`config.mk`:
```
export PLATFORM = sky130hd
export DESIGN_NAME = char_lcd_scrolling_terminal_core
export DESIGN_NICKNAME = d
export VERILOG_FILES = /design/src/sv/clcd_pkg.sv /design/src/sv/clcd_ram.sv /design/src/sv/clcd_seq.sv /design/src/sv/char_lcd_scrolling_terminal_core.sv
export VERILOG_INCLUDE_DIRS = /design/src /design/src/sv
export SDC_FILE = /design/constraint.sdc
export NUM_CORES = 1
export LEC_CHECK = 0
export BUFFER_PORTS_ARGS = -buffer_cell sky130_fd_sc_hd__buf_2
export CAP_MARGIN = 40
export CORE_UTILIZATION = 35
export DETAILED_ROUTE_END_ITERATION = 7
export PLACE_DENSITY = 0.61
export SLEW_MARGIN = 10
export SYNTH_ARGS = -nofsm -noshare
export SYNTH_HDL_FRONTEND = slang
export SYNTH_SLANG_ARGS = --single-unit
```
`constraint.sdc`:
```
create_clock -name clk -period 3.8 [get_ports clk]
set_input_delay 0.76 -clock clk [delete_from_list [all_inputs] [get_ports clk]]
set_output_delay 0.76 -clock clk [all_outputs]
set_load 0.02 [all_outputs]
```
`src/sv/char_lcd_scrolling_terminal_core_assert.svh`:
```
// Assertion macros for the character LCD terminal core.
// Needs clk and rst_n in the including scope.
`ifndef CHAR_LCD_SCROLLING_TERMINAL_CORE_ASSERT_SVH
`define CHAR_LCD_SCROLLING_TERMINAL_CORE_ASSERT_SVH

// Same-cycle implication, checked out of reset.
`define CLCD_ASSERT_NOW(label, ante, cons, msg) \
  label: assert property (@(posedge clk) disable iff (!rst_n) (ante) |-> (cons)) \
    else $error(msg);

// Next-cycle implication, checked out of reset.
`define CLCD_ASSERT_NEXT(label, ante, cons, msg) \
  label: assert property (@(posedge clk) disable iff (!rst_n) (ante) |=> (cons)) \
    else $error(msg);

`endif

```
`src/sv/clcd_pkg.sv`:
```
// Shared types, constants and the microcode ROM for the character LCD terminal.
// No dependencies.
package clcd_pkg;

  localparam int COLUMNS_DEF = 16;
  localparam int UPC_W       = 4;

  localparam logic [1:0] KIND_NIBBLE = 2'd0;
  localparam logic [1:0] KIND_CMD    = 2'd1;
  localparam logic [1:0] KIND_DATA   = 2'd2;

  localparam logic [7:0] CH_NEWLINE = 8'h0A;
  localparam logic [7:0] CH_SPACE   = 8'h20;
  localparam logic [7:0] LINE0_ADDR = 8'h80;
  localparam logic [7:0] LINE1_ADDR = 8'hC0;

  // Program entry points
  localparam logic [UPC_W-1:0] ENTRY_INIT   = 4'd0;
  localparam logic [UPC_W-1:0] ENTRY_SCROLL = 4'd8;

  typedef struct packed {
    logic [1:0] kind;
    logic [7:0] value;
    logic       from_row;  // data comes from the shadow row
    logic       loop;      // repeat once per column
    logic       done;      // final write of the program
  } ucode_t;

  function automatic ucode_t ucode_rom(input logic [UPC_W-1:0] upc);
    ucode_t w;
    w = '{kind: KIND_CMD, value: LINE1_ADDR, from_row: 1'b0, loop: 1'b0, done: 1'b1};
    unique case (upc)
      4'd0:    w = '{KIND_NIBBLE, 8'h30, 1'b0, 1'b0, 1'b0};
      4'd1:    w = '{KIND_NIBBLE, 8'h30, 1'b0, 1'b0, 1'b0};
      4'd2:    w = '{KIND_NIBBLE, 8'h30, 1'b0, 1'b0, 1'b0};
      4'd3:    w = '{KIND_NIBBLE, 8'h20, 1'b0, 1'b0, 1'b0};
      4'd4:    w = '{KIND_CMD,    8'h28, 1'b0, 1'b0, 1'b0};
      4'd5:    w = '{KIND_CMD,    8'h0C, 1'b0, 1'b0, 1'b0};
      4'd6:    w = '{KIND_CMD,    8'h01, 1'b0, 1'b0, 1'b0};
      4'd7:    w = '{KIND_CMD,    8'h06, 1'b0, 1'b0, 1'b0};
      4'd8:    w = '{KIND_CMD,    LINE0_ADDR, 1'b0, 1'b0, 1'b0};
      4'd9:    w = '{KIND_DATA,   CH_SPACE,   1'b1, 1'b1, 1'b0};
      4'd10:   w = '{KIND_CMD,    LINE1_ADDR, 1'b0, 1'b0, 1'b0};
      4'd11:   w = '{KIND_DATA,   CH_SPACE,   1'b0, 1'b1, 1'b0};
      4'd12:   w = '{KIND_CMD,    LINE1_ADDR, 1'b0, 1'b0, 1'b1};
      default: w = '{KIND_CMD,    LINE1_ADDR, 1'b0, 1'b0, 1'b1};
    endcase
    return w;
  endfunction

endpackage

```
`src/sv/clcd_ram.sv`:
```
// Generic single-write, single-read RAM with registered read data.
// No dependencies.
module clcd_ram #(
  parameter int WIDTH = 8,
  parameter int DEPTH = 16
) (
  input  logic                                    clk,
  input  logic                                    we,
  input  logic [(DEPTH > 1 ? $clog2(DEPTH) : 1)-1:0] waddr,
  input  logic [WIDTH-1:0]                        wdata,
  input  logic [(DEPTH > 1 ? $clog2(DEPTH) : 1)-1:0] raddr,
  output logic [WIDTH-1:0]                        rdata
);

  logic [WIDTH-1:0] mem [DEPTH];

  always_ff @(posedge clk) begin
    if (we) begin
      mem[waddr] <= wdata;
    end
    rdata <= mem[raddr];
  end

endmodule

```
`src/sv/clcd_seq.sv`:
```
// Microcode sequencer: step counter, per-column loop counter and control ROM.
// Depends on clcd_pkg.
module clcd_seq #(
  parameter int COLUMNS = clcd_pkg::COLUMNS_DEF
) (
  input  logic                                        clk,
  input  logic                                        rst_n,
  input  logic                                        start,
  input  logic [clcd_pkg::UPC_W-1:0]                  entry,
  input  logic                                        adv,
  output logic                                        busy,
  output clcd_pkg::ucode_t                            cw,
  output logic [(COLUMNS > 1 ? $clog2(COLUMNS) : 1)-1:0] idx,
  output logic [(COLUMNS > 1 ? $clog2(COLUMNS) : 1)-1:0] idx_next
);
  import clcd_pkg::*;

  localparam int IDX_W = (COLUMNS > 1) ? $clog2(COLUMNS) : 1;
  localparam logic [IDX_W-1:0] LAST_IDX = IDX_W'(COLUMNS - 1);

  logic             busy_r, busy_nxt;
  logic [UPC_W-1:0] upc_r, upc_nxt;
  logic [IDX_W-1:0] idx_r, idx_nxt;

  always_ff @(posedge clk) begin
    if (!rst_n) begin
      busy_r <= 1'b0;
      upc_r  <= '0;
      idx_r  <= '0;
    end else begin
      busy_r <= busy_nxt;
      upc_r  <= upc_nxt;
      idx_r  <= idx_nxt;
    end
  end

  assign cw = ucode_rom(upc_r);

  always_comb begin
    busy_nxt = busy_r;
    upc_nxt  = upc_r;
    idx_nxt  = idx_r;
    if (start) begin
      busy_nxt = 1'b1;
      upc_nxt  = entry;
      idx_nxt  = '0;
    end else if (busy_r && adv) begin
      if (cw.loop && idx_r != LAST_IDX) begin
        idx_nxt = idx_r + 1'b1;
      end else begin
        idx_nxt = '0;
        if (cw.done) begin
          busy_nxt = 1'b0;
          upc_nxt  = '0;
        end else begin
          upc_nxt = upc_r + 1'b1;
        end
      end
    end
  end

  assign busy     = busy_r;
  assign idx      = idx_r;
  assign idx_next = idx_nxt;

endmodule

```
`src/sv/char_lcd_scrolling_terminal_core.sv`:
```
// Character terminal for a two-line HD44780-style display.
// Channels: input beats carry in_action (0 = put character, 1 = initialise)
// and in_character; output beats carry one controller write each
// (out_write_kind, out_bus_value, out_last), out_last set on the final write
// of an input beat. Both channels use valid/stall.
// Output: a printable character appears on the output the cycle after it
// is accepted. A newline gives 2*COLUMNS+3 writes, one a cycle while the
// output is not stalled, passing the sequencer state register and then the
// output register; init gives 2*COLUMNS+11 writes likewise. The microcode
// sequencer issues these from its ROM, and in_stall stays high until it is
// done. Characters can be taken back to back; one past the row end is taken
// and gives nothing.
// Reset: rst_n low (synchronous) empties the output register, idles the
// sequencer, zeroes the column and marks the shadow row as all spaces.
// Stall: while out_stall holds a write, the sequencer freezes and in_stall
// stays high; nothing is lost or repeated.
// Depends on clcd_pkg, clcd_seq, clcd_ram and the assertion macro header.
module char_lcd_scrolling_terminal_core #(
  parameter int COLUMNS = clcd_pkg::COLUMNS_DEF
) (
  input  logic       clk,
  input  logic       rst_n,
  input  logic       in_valid,
  output logic       in_stall,
  input  logic       in_action,
  input  logic [7:0] in_character,
  output logic       out_valid,
  input  logic       out_stall,
  output logic [1:0] out_write_kind,
  output logic [7:0] out_bus_value,
  output logic       out_last
);
  import clcd_pkg::*;

  `include "char_lcd_scrolling_terminal_core_assert.svh"

  localparam int IDX_W = (COLUMNS > 1) ? $clog2(COLUMNS) : 1;
  localparam int COL_W = $clog2(COLUMNS + 1);

  // Output register
  logic       out_valid_r, out_valid_nxt;
  logic [1:0] kind_r, kind_nxt;
  logic [7:0] value_r, value_nxt;
  logic       last_r, last_nxt;

  // Column and shadow-row valid bits (an invalid entry reads as a space)
  logic [COL_W-1:0] col_r, col_nxt;
  logic [COLUMNS-1:0] rowv_r, rowv_nxt;

  logic             out_free, in_accept;
  logic             is_init, is_nl, is_put;
  logic             seq_start, seq_busy, fire;
  logic [UPC_W-1:0] seq_entry;
  ucode_t           cw;
  logic [IDX_W-1:0] idx, idx_next, col_idx;
  logic [7:0]       row_rdata, row_byte;

  assign out_free  = !out_valid_r || !out_stall;
  assign in_stall  = seq_busy || !out_free;
  assign in_accept = in_valid && !in_stall;

  assign is_init = in_action;
  assign is_nl   = !in_action && (in_character == CH_NEWLINE);
  assign is_put  = !in_action && !is_nl && (col_r < COL_W'(COLUMNS));
  assign col_idx = col_r[IDX_W-1:0];

  assign seq_start = in_accept && (is_init || is_nl);
  assign seq_entry = is_init ? ENTRY_INIT : ENTRY_SCROLL;
  assign fire      = seq_busy && out_free;

  clcd_seq #(
    .COLUMNS(COLUMNS)
  ) u_seq (
    .clk      (clk),
    .rst_n    (rst_n),
    .start    (seq_start),
    .entry    (seq_entry),
    .adv      (out_free),
    .busy     (seq_busy),
    .cw       (cw),
    .idx      (idx),
    .idx_next (idx_next)
  );

  // Read address follows the loop counter's next value, so the read data
  // always matches the current column index.
  clcd_ram #(
    .WIDTH(8),
    .DEPTH(COLUMNS)
  ) u_row (
    .clk   (clk),
    .we    (in_accept && is_put),
    .waddr (col_idx),
    .wdata (in_character),
    .raddr (idx_next),
    .rdata (row_rdata)
  );

  assign row_byte = rowv_r[idx] ? row_rdata : CH_SPACE;

  always_ff @(posedge clk) begin
    if (!rst_n) begin
      out_valid_r <= 1'b0;
      col_r       <= '0;
      rowv_r      <= '0;
    end else begin
      out_valid_r <= out_valid_nxt;
      col_r       <= col_nxt;
      rowv_r      <= rowv_nxt;
    end
  end

  always_ff @(posedge clk) begin
    kind_r  <= kind_nxt;
    value_r <= value_nxt;
    last_r  <= last_nxt;
  end

  always_comb begin
    out_valid_nxt = out_valid_r;
    kind_nxt      = kind_r;
    value_nxt     = value_r;
    last_nxt      = last_r;
    col_nxt       = col_r;
    rowv_nxt      = rowv_r;
    priority if (fire) begin
      out_valid_nxt = 1'b1;
      kind_nxt      = cw.kind;
      value_nxt     = cw.from_row ? row_byte : cw.value;
      last_nxt      = cw.done;
      if (cw.done) begin
        // end of scroll: bottom row blank, cursor home
        col_nxt  = '0;
        rowv_nxt = '0;
      end
    end else if (in_accept && is_put) begin
      out_valid_nxt     = 1'b1;
      kind_nxt          = KIND_DATA;
      value_nxt         = in_character;
      last_nxt          = 1'b1;
      col_nxt           = col_r + 1'b1;
      rowv_nxt[col_idx] = 1'b1;
    end else begin
      if (out_free) begin
        out_valid_nxt = 1'b0;
      end
      if (in_accept && is_init) begin
        rowv_nxt = '0;
      end
    end
  end

  assign out_valid      = out_valid_r;
  assign out_write_kind = kind_r;
  assign out_bus_value  = value_r;
  assign out_last       = last_r;

  `CLCD_ASSERT_NEXT(a_start_busy, seq_start, seq_busy, "sequencer did not start")
  `CLCD_ASSERT_NEXT(a_done_idle, fire && cw.done, !seq_busy && out_last && col_r == '0,
                    "scroll end did not idle and home the cursor")
  `CLCD_ASSERT_NOW(a_col_bound, 1'b1, col_r <= COL_W'(COLUMNS), "column past row end")

endmodule
```
==> results of run 1 <==
## routing by layer
layer | wire length (um) | up-vias | global-route usage
li1 | - | 2331 | -
met1 | 8630 | 2518 | 0.235
met2 | 8710 | 156 | 0.270
met3 | 981 | 21 | 0.0383
met4 | 239 | 0 | 0.0535
met5 | 0 | - | 0
## cells in the final DEF (no fill, tap or decap), drive strengths merged, types with 2 or more instances in the layout
| master | instances |
|---|---|
| a21boi | 2 |
| a21o | 2 |
| a21oi | 27 |
| a31oi | 16 |
| a32oi | 8 |
| and2 | 8 |
| and3 | 2 |
| buf | 54 |
| clkbuf | 26 |
| clkinv | 4 |
| dfxtp | 51 |
| edfxtp | 139 |
| ha | 6 |
| inv | 25 |
| mux2i | 33 |
| mux4 | 13 |
| nand2 | 55 |
| nand2b | 7 |
| nand3 | 12 |
| nand4 | 2 |
| nor2 | 51 |
| nor2b | 10 |
| nor3 | 14 |
| o2111ai | 16 |
| o211ai | 19 |
| o21a | 2 |
| o21ai | 13 |
| o2bb2ai | 8 |
| xnor2 | 2 |
| xor2 | 4 |
## through the flow
stage / power [mW] / hold WS [ns] / area (sq um) / instances
floorplan: 2.56 / 0.431 / 7850 / 594
global placement: 2.68 / 0.445 / 8390 / 895
detailed placement: 2.69 / 0.451 / 8410 / 898
CTS: 4.49 / 0.469 / 9020 / 930
global route: 4.60 / 0.486 / 9020 / 930
finish: 4.46 / 0.469 / 9020 / 930
## kinds of logic after synthesis
kind of cell / Yosys count / share of synthesized area
mux: 47 / 0.0809
buf+inv: 54 / 0.0306
xor+xnor: 6 / 0.00670
fa+ha+maj: 6 / 0.00957
flops: 190 / 0.662
compound gates: 123 / 0.112
simple gates: 168 / 0.0982
## state kept, by name, indices dropped and copies added (netlist names)
signal / cells
out_valid: 1
out_last: 1
u_row.mem: 128
u_seq.cw: 12
out_bus_value: 8
u_row.rdata: 8
rowv_r: 16
col_r: 5
u_seq.upc_r: 4
u_seq.idx: 4
out_write_kind: 2
u_seq.busy: 1
## worst reg2reg max path, cell delays in order, from the launching register on
cell and delay (ns):
dfxtp_1 0.68, ha_1 0.28, nand3_1 0.12, a21o_1 0.34
or4b_1 0.54, a211o_1 0.39, a21oi_1 0.18, nor4b_1 0.27
## area by class of cell
class | count | area [sq um]
Multi-Input combinational cell | 350 | 2430
Clock inverter | 6 | 67.6
Fill cell | 2038 | 12900
Timing Repair Buffer | 54 | 343
Sequential cell | 190 | 5190
Tap cell | 280 | 350
Clock buffer | 26 | 546
Inverter | 24 | 90.1
## power by group
| group | leakage [nW] | total, mW | switching [mW] | internal, mW |
|---|---|---|---|---|
| combinational | 1.27 | 0.370 | 0.245 | 0.125 |
| clock | 0.305 | 1.81 | 0.747 | 1.06 |
| sequential | 1.67 | 2.28 | 0.0211 | 2.26 |
## cells in the mapped netlist (all sizes together) (4+ instances only)
master   count
dfxtp       51
o211ai      19
and2         8
nor2b       10
buf          6
xor2         4
mux4        13
mux2i       33
o2111ai     16
a32oi        8
nand2       55
nor3        14
a31oi       16
a21oi       27
nor2        51
inv         23
o2bb2ai      8
clkbuf      24
o21ai       13
nand3       12
nand2b       7
ha           6
edfxtp     139
## final timing paths
check / start / endpoint / cells after the start
setup reg to reg: u_seq.idx[0]$_SDFF_PN0_ / u_seq.cw[4]$_SDFF_PP0_ / 7
hold / removal: rowv_r[10]$_SDFFE_PN0P_ / rowv_r[10]$_SDFFE_PN0P_ / 2
hold reg to reg: rowv_r[10]$_SDFFE_PN0P_ / rowv_r[10]$_SDFFE_PN0P_ / 2
setup / recovery: in_character[2] / u_seq.cw[7]$_SDFF_PP0_ / 9
==> metrics, run 1 <==
CP Capture Type register; Final Hold Viols 0; Slew headroom 0.406; CP max FO 18; vias in the first global route 4,841; crit-path max cell delay 0.58 ns; worst path arrival time 3.31 ns; Slowest-stage cell, CP a21oi_2; worst path bufs/invs 3; RSZ-0062 raised after global routing no; Pins Over Slew Limit 0; # rows 54; Antenna diodes 0; Initial DRT Pass Iterations 5; post-layout min period 2.98 ns; Cells after Synth 594; largest delay contributor family on the critical path compound AO/OA/AOI/OAI gates; port bufs 25; gpl congestion 0.860; Worst Slack Setup Final 0.816 ns; Worst-Margin Slew 0.888 ns; Synth warnings 0; #FFs+latches synth 190; share of layout cells above drive strength 1 0.166; I/O pins 26; Synth area leader edfxtp_1; first-pass GRT wire length 28.8 mm; Synth Area per Inst 13.2 sq um; post-route ant nets 0; skew final 0.00848 ns; Num Clock Sinks 190; top cell type's share of synthesized area 0.532; syn nets 613; sequential share of the synthesized area 0.662; crit-path cells buf_2 > nand4bb_1 > o21ai_0 > buf_4 > a21oi_2 > o31ai_1 > nand2_1 > clkinv_1 > nor3_1; die width 152 um; pre-CTS WS 0.392 ns; Die Y 152 um; Area Growth Syn to Fin 15.0%; GR Overflow Total 0; f_max 0.335 GHz; core area 21,900 sq um; leakage 3.25 nW; clock latency on the worst-skew pair 0.43 ns; Vias/cell 5.40; Synth cell types 54; Sum Neg Setup Slack 0 ns; post-cts resize count 0; wire per inst 20.0 um; Worst Setup Start Kind input port; Final setup violation count 0; Max Root-Sink Buffers 2; total track usage 0.172; DRC 0; starting density of the core 0.358; post-CTS setup buffer count 0; hpwl dp 12.8 mm; Final Core Density 0.412; Peak VDD IR 0.322 mV; Async SR Flop Fraction 0; vias after detailed routing 5,026; initial antenna violation count 0; total CTS buffers 17; EDFF count, synth 139; CP required 4.12 ns; Crit Path Class in2reg; H-tree levels 4; clock-pin slew on the worst setup and hold paths 0.07 ns; r2r setup slk 0.89 ns; area of the mapped netlist 7850 sq um; final net count 656; outcome finished, final reports clean; CTS tree done; max_cap viols 0; wirelength, routed 18.6 mm; Iter 0 DRT Violations 434; Post-CTS Hold Buffers 0; Top FF cell, synth edfxtp_1; clock root buffer clkbuf_16; PwrDens 494 nW/um^2; main area contributors after synthesis edfxtp_1, dfxtp_1, mux2i_1, mux4_2, nand2_1; Die ar. 23,000 sq um; largest net degree at the start of global routing 33; Min-Delay Path Class reg2reg; period utilisation layout 0.785
No activity file was read; power rests on OpenSTA's default activity.
==> run 2, diff against run 1 <==
Settings changed: ABC_AREA set to 1.
Clock period 3.8 ns to 3.1 ns, I/O delays scaled along.
==> metrics, run 2 <==
Final setup violation count 0; f_max 0.423 GHz; DRC 0; Slew headroom 0.627; wire per inst 17.1 um; Simple-Gate Fraction of Synth Area 0.250; post-synthesis compound-gate area fraction 0.0440; share of layout cells above drive strength 1 0.141; clock latency on the worst-skew pair 0.43 ns; die width 157 um; Max Root-Sink Buffers 2; core area 23,500 sq um; sequential share of the synthesized area 0.617; RSZ-0062 raised after global routing no; final net count 909; first-pass GRT wire length 32.9 mm; pre-CTS WS 0.309 ns; PwrDens 592 nW/um^2; Final Hold Viols 0; max_cap viols 0; Synth Area in Adders 0.00891; placed instance count 1,190; EDFF count, synth 139; Post-CTS Hold Buffers 0; starting density of the core 0.358; Sum Neg Setup Slack 0 ns; Antenna diodes 0; total track usage 0.180; Worst-Margin Slew 0.559 ns; CP Capture Type register; Crit Path Class in2reg; CTS tree done; worst path arrival time 2.69 ns; Synth Area per Inst 9.90 sq um; total CTS buffers 17; Fillers 2,316; hpwl dp 13.2 mm; H-tree levels 4; Synth area leader edfxtp_1; Synth cell types 34; Iter 0 DRT Violations 515; Top FF cell, synth edfxtp_1; commonest non-fill, non-tap cell in the layout edfxtp_1; CP max FO 33; vias in the first global route 5,829; commonest non-fill, non-tap cells in the layout edfxtp_1, nand2_1, nand3_1; wirelength, routed 20.8 mm; Die ar. 24,700 sq um; clock root buffer clkbuf_16; leakage 3.70 nW; post-layout min period 2.36 ns; Num Clock Sinks 190; period utilisation layout 0.763; Initial DRT Pass Iterations 4; post-cts resize count 0; most common cell in the synthesized netlist edfxtp_1; Vias/cell 4.91; gpl congestion 0.815; syn nets 870; Synth warnings 0; CP required 3.42 ns; Pins Over Slew Limit 0; Area Growth Syn to Fin 14.9%; clock-pin slew on the worst setup and hold paths 0.07 ns; xor-xnor portion of the synthesized cell area 0.00505; Cells after Synth 851; Worst Slack Setup Final 0.735 ns; GR Overflow Total 0; area of the mapped netlist 8420 sq um; Non-Filler Instances 1,222; Min-Delay Path Class reg2reg; Peak VDD IR 0.301 mV; I/O pins 26; outcome finished, final reports clean; synth cell count leaders edfxtp_1, nand2_1, nand3_1, inv_1, nor2_1; top cell type's share of synthesized area 0.495; Top reg by flops u_row.mem; initial antenna violation count 0; #FFs+latches synth 190; Async SR Flop Fraction 0; post-route ant nets 0; skew final 0.00723 ns; largest family of logic cells by synthesized area simple AND/OR/NAND/NOR gates; post-CTS setup buffer count 0; Largest register FFs 128; Worst Setup Start Kind input port; largest net degree at the start of global routing 66; post-synthesis mux area share 0; port bufs 25; # rows 56; vias after detailed routing 6,001; Die Y 157 um; main area contributors after synthesis edfxtp_1, dfxtp_1, nand3_1, nand2_1, inv_1
run 2: cell count changes in the layout (fill, tap and decap cells not counted), sizes merged, moves of 18 or more:
cell    before  now
nand3       12  122
nand3b       1   49
mux2i       33    0
a21oi       27   45
inv         25  112
nand2       55  133
nor2        51  102
run 2: area by class of cell:
cell class / instances / area, sq um / area share
clock buffer: 17 / 425 / 0.0440
clock inverter: 15 / 201 / 0.0208
inverter: 106 / 400 / 0.0414
multi-input combinational: 512 / 2610 / 0.269
sequential: 190 / 5190 / 0.537
tap: 319 / 399 / 0.0412
timing repair buffer: 63 / 448 / 0.0463
run 2: worst paths after layout:
kind	from	to	slack, ns	cells after the start
setup / recovery	in_character[4]	u_row.rdata[6]$_DFF_P_	0.74	14
hold / removal	rowv_r[8]$_SDFFE_PN0P_	rowv_r[8]$_SDFFE_PN0P_	0.46	2
setup reg to reg	u_seq.idx[1]$_SDFF_PN0_	u_row.rdata[6]$_DFF_P_	0.75	11
hold reg to reg	rowv_r[8]$_SDFFE_PN0P_	rowv_r[8]$_SDFFE_PN0P_	0.46	2
run 2: logic make-up after synthesis:
family	count (synthesis)
AND/OR/NAND/NOR	441
flip-flops	190
AO/OA/AOI/OAI	61
adder cells (fa/ha/maj)	6
XOR/XNOR	4
buffers and inverters	149
run 2: power by group:
part | switching, mW | internal (mW)
combinational | 0.423 | 0.172
sequential | 0.0271 | 2.78
clock | 1.02 | 1.30
run 2: critical path, cell delays in order:
cell and delay (ns):
buf_2 0.16, inv_1 0.08, nand2_1 0.07, nor2_1 0.29
nand2_1 0.09, nand2_1 0.08, nand2_2 0.19, nand2_1 0.12
buf_4 0.40, nand2_1 0.10, nand3_1 0.10, nand3_1 0.16
nand3_1 0.13, nand2_1 0.05
run 2: routing by layer:
metal	global-route usage	share of wire
met2	0.292	0.48
met1	0.245	0.45
met4	0.0504	0.012
met3	0.0350	0.057
met5	0	0
run 2: through the flow:
step | utilization | cell area, sq um | hold WS [ns] | power, mW
4_1_cts | 0.411 | 9680 | 0.457 | 5.77
6_report | 0.411 | 9680 | 0.458 | 5.73
3_3_place_gp | 0.384 | 9050 | 0.441 | 3.46
3_5_place_dp | 0.384 | 9050 | 0.446 | 3.46
5_1_grt | 0.411 | 9680 | 0.478 | 5.94
2_1_floorplan | - | 8420 | 0.430 | 3.26
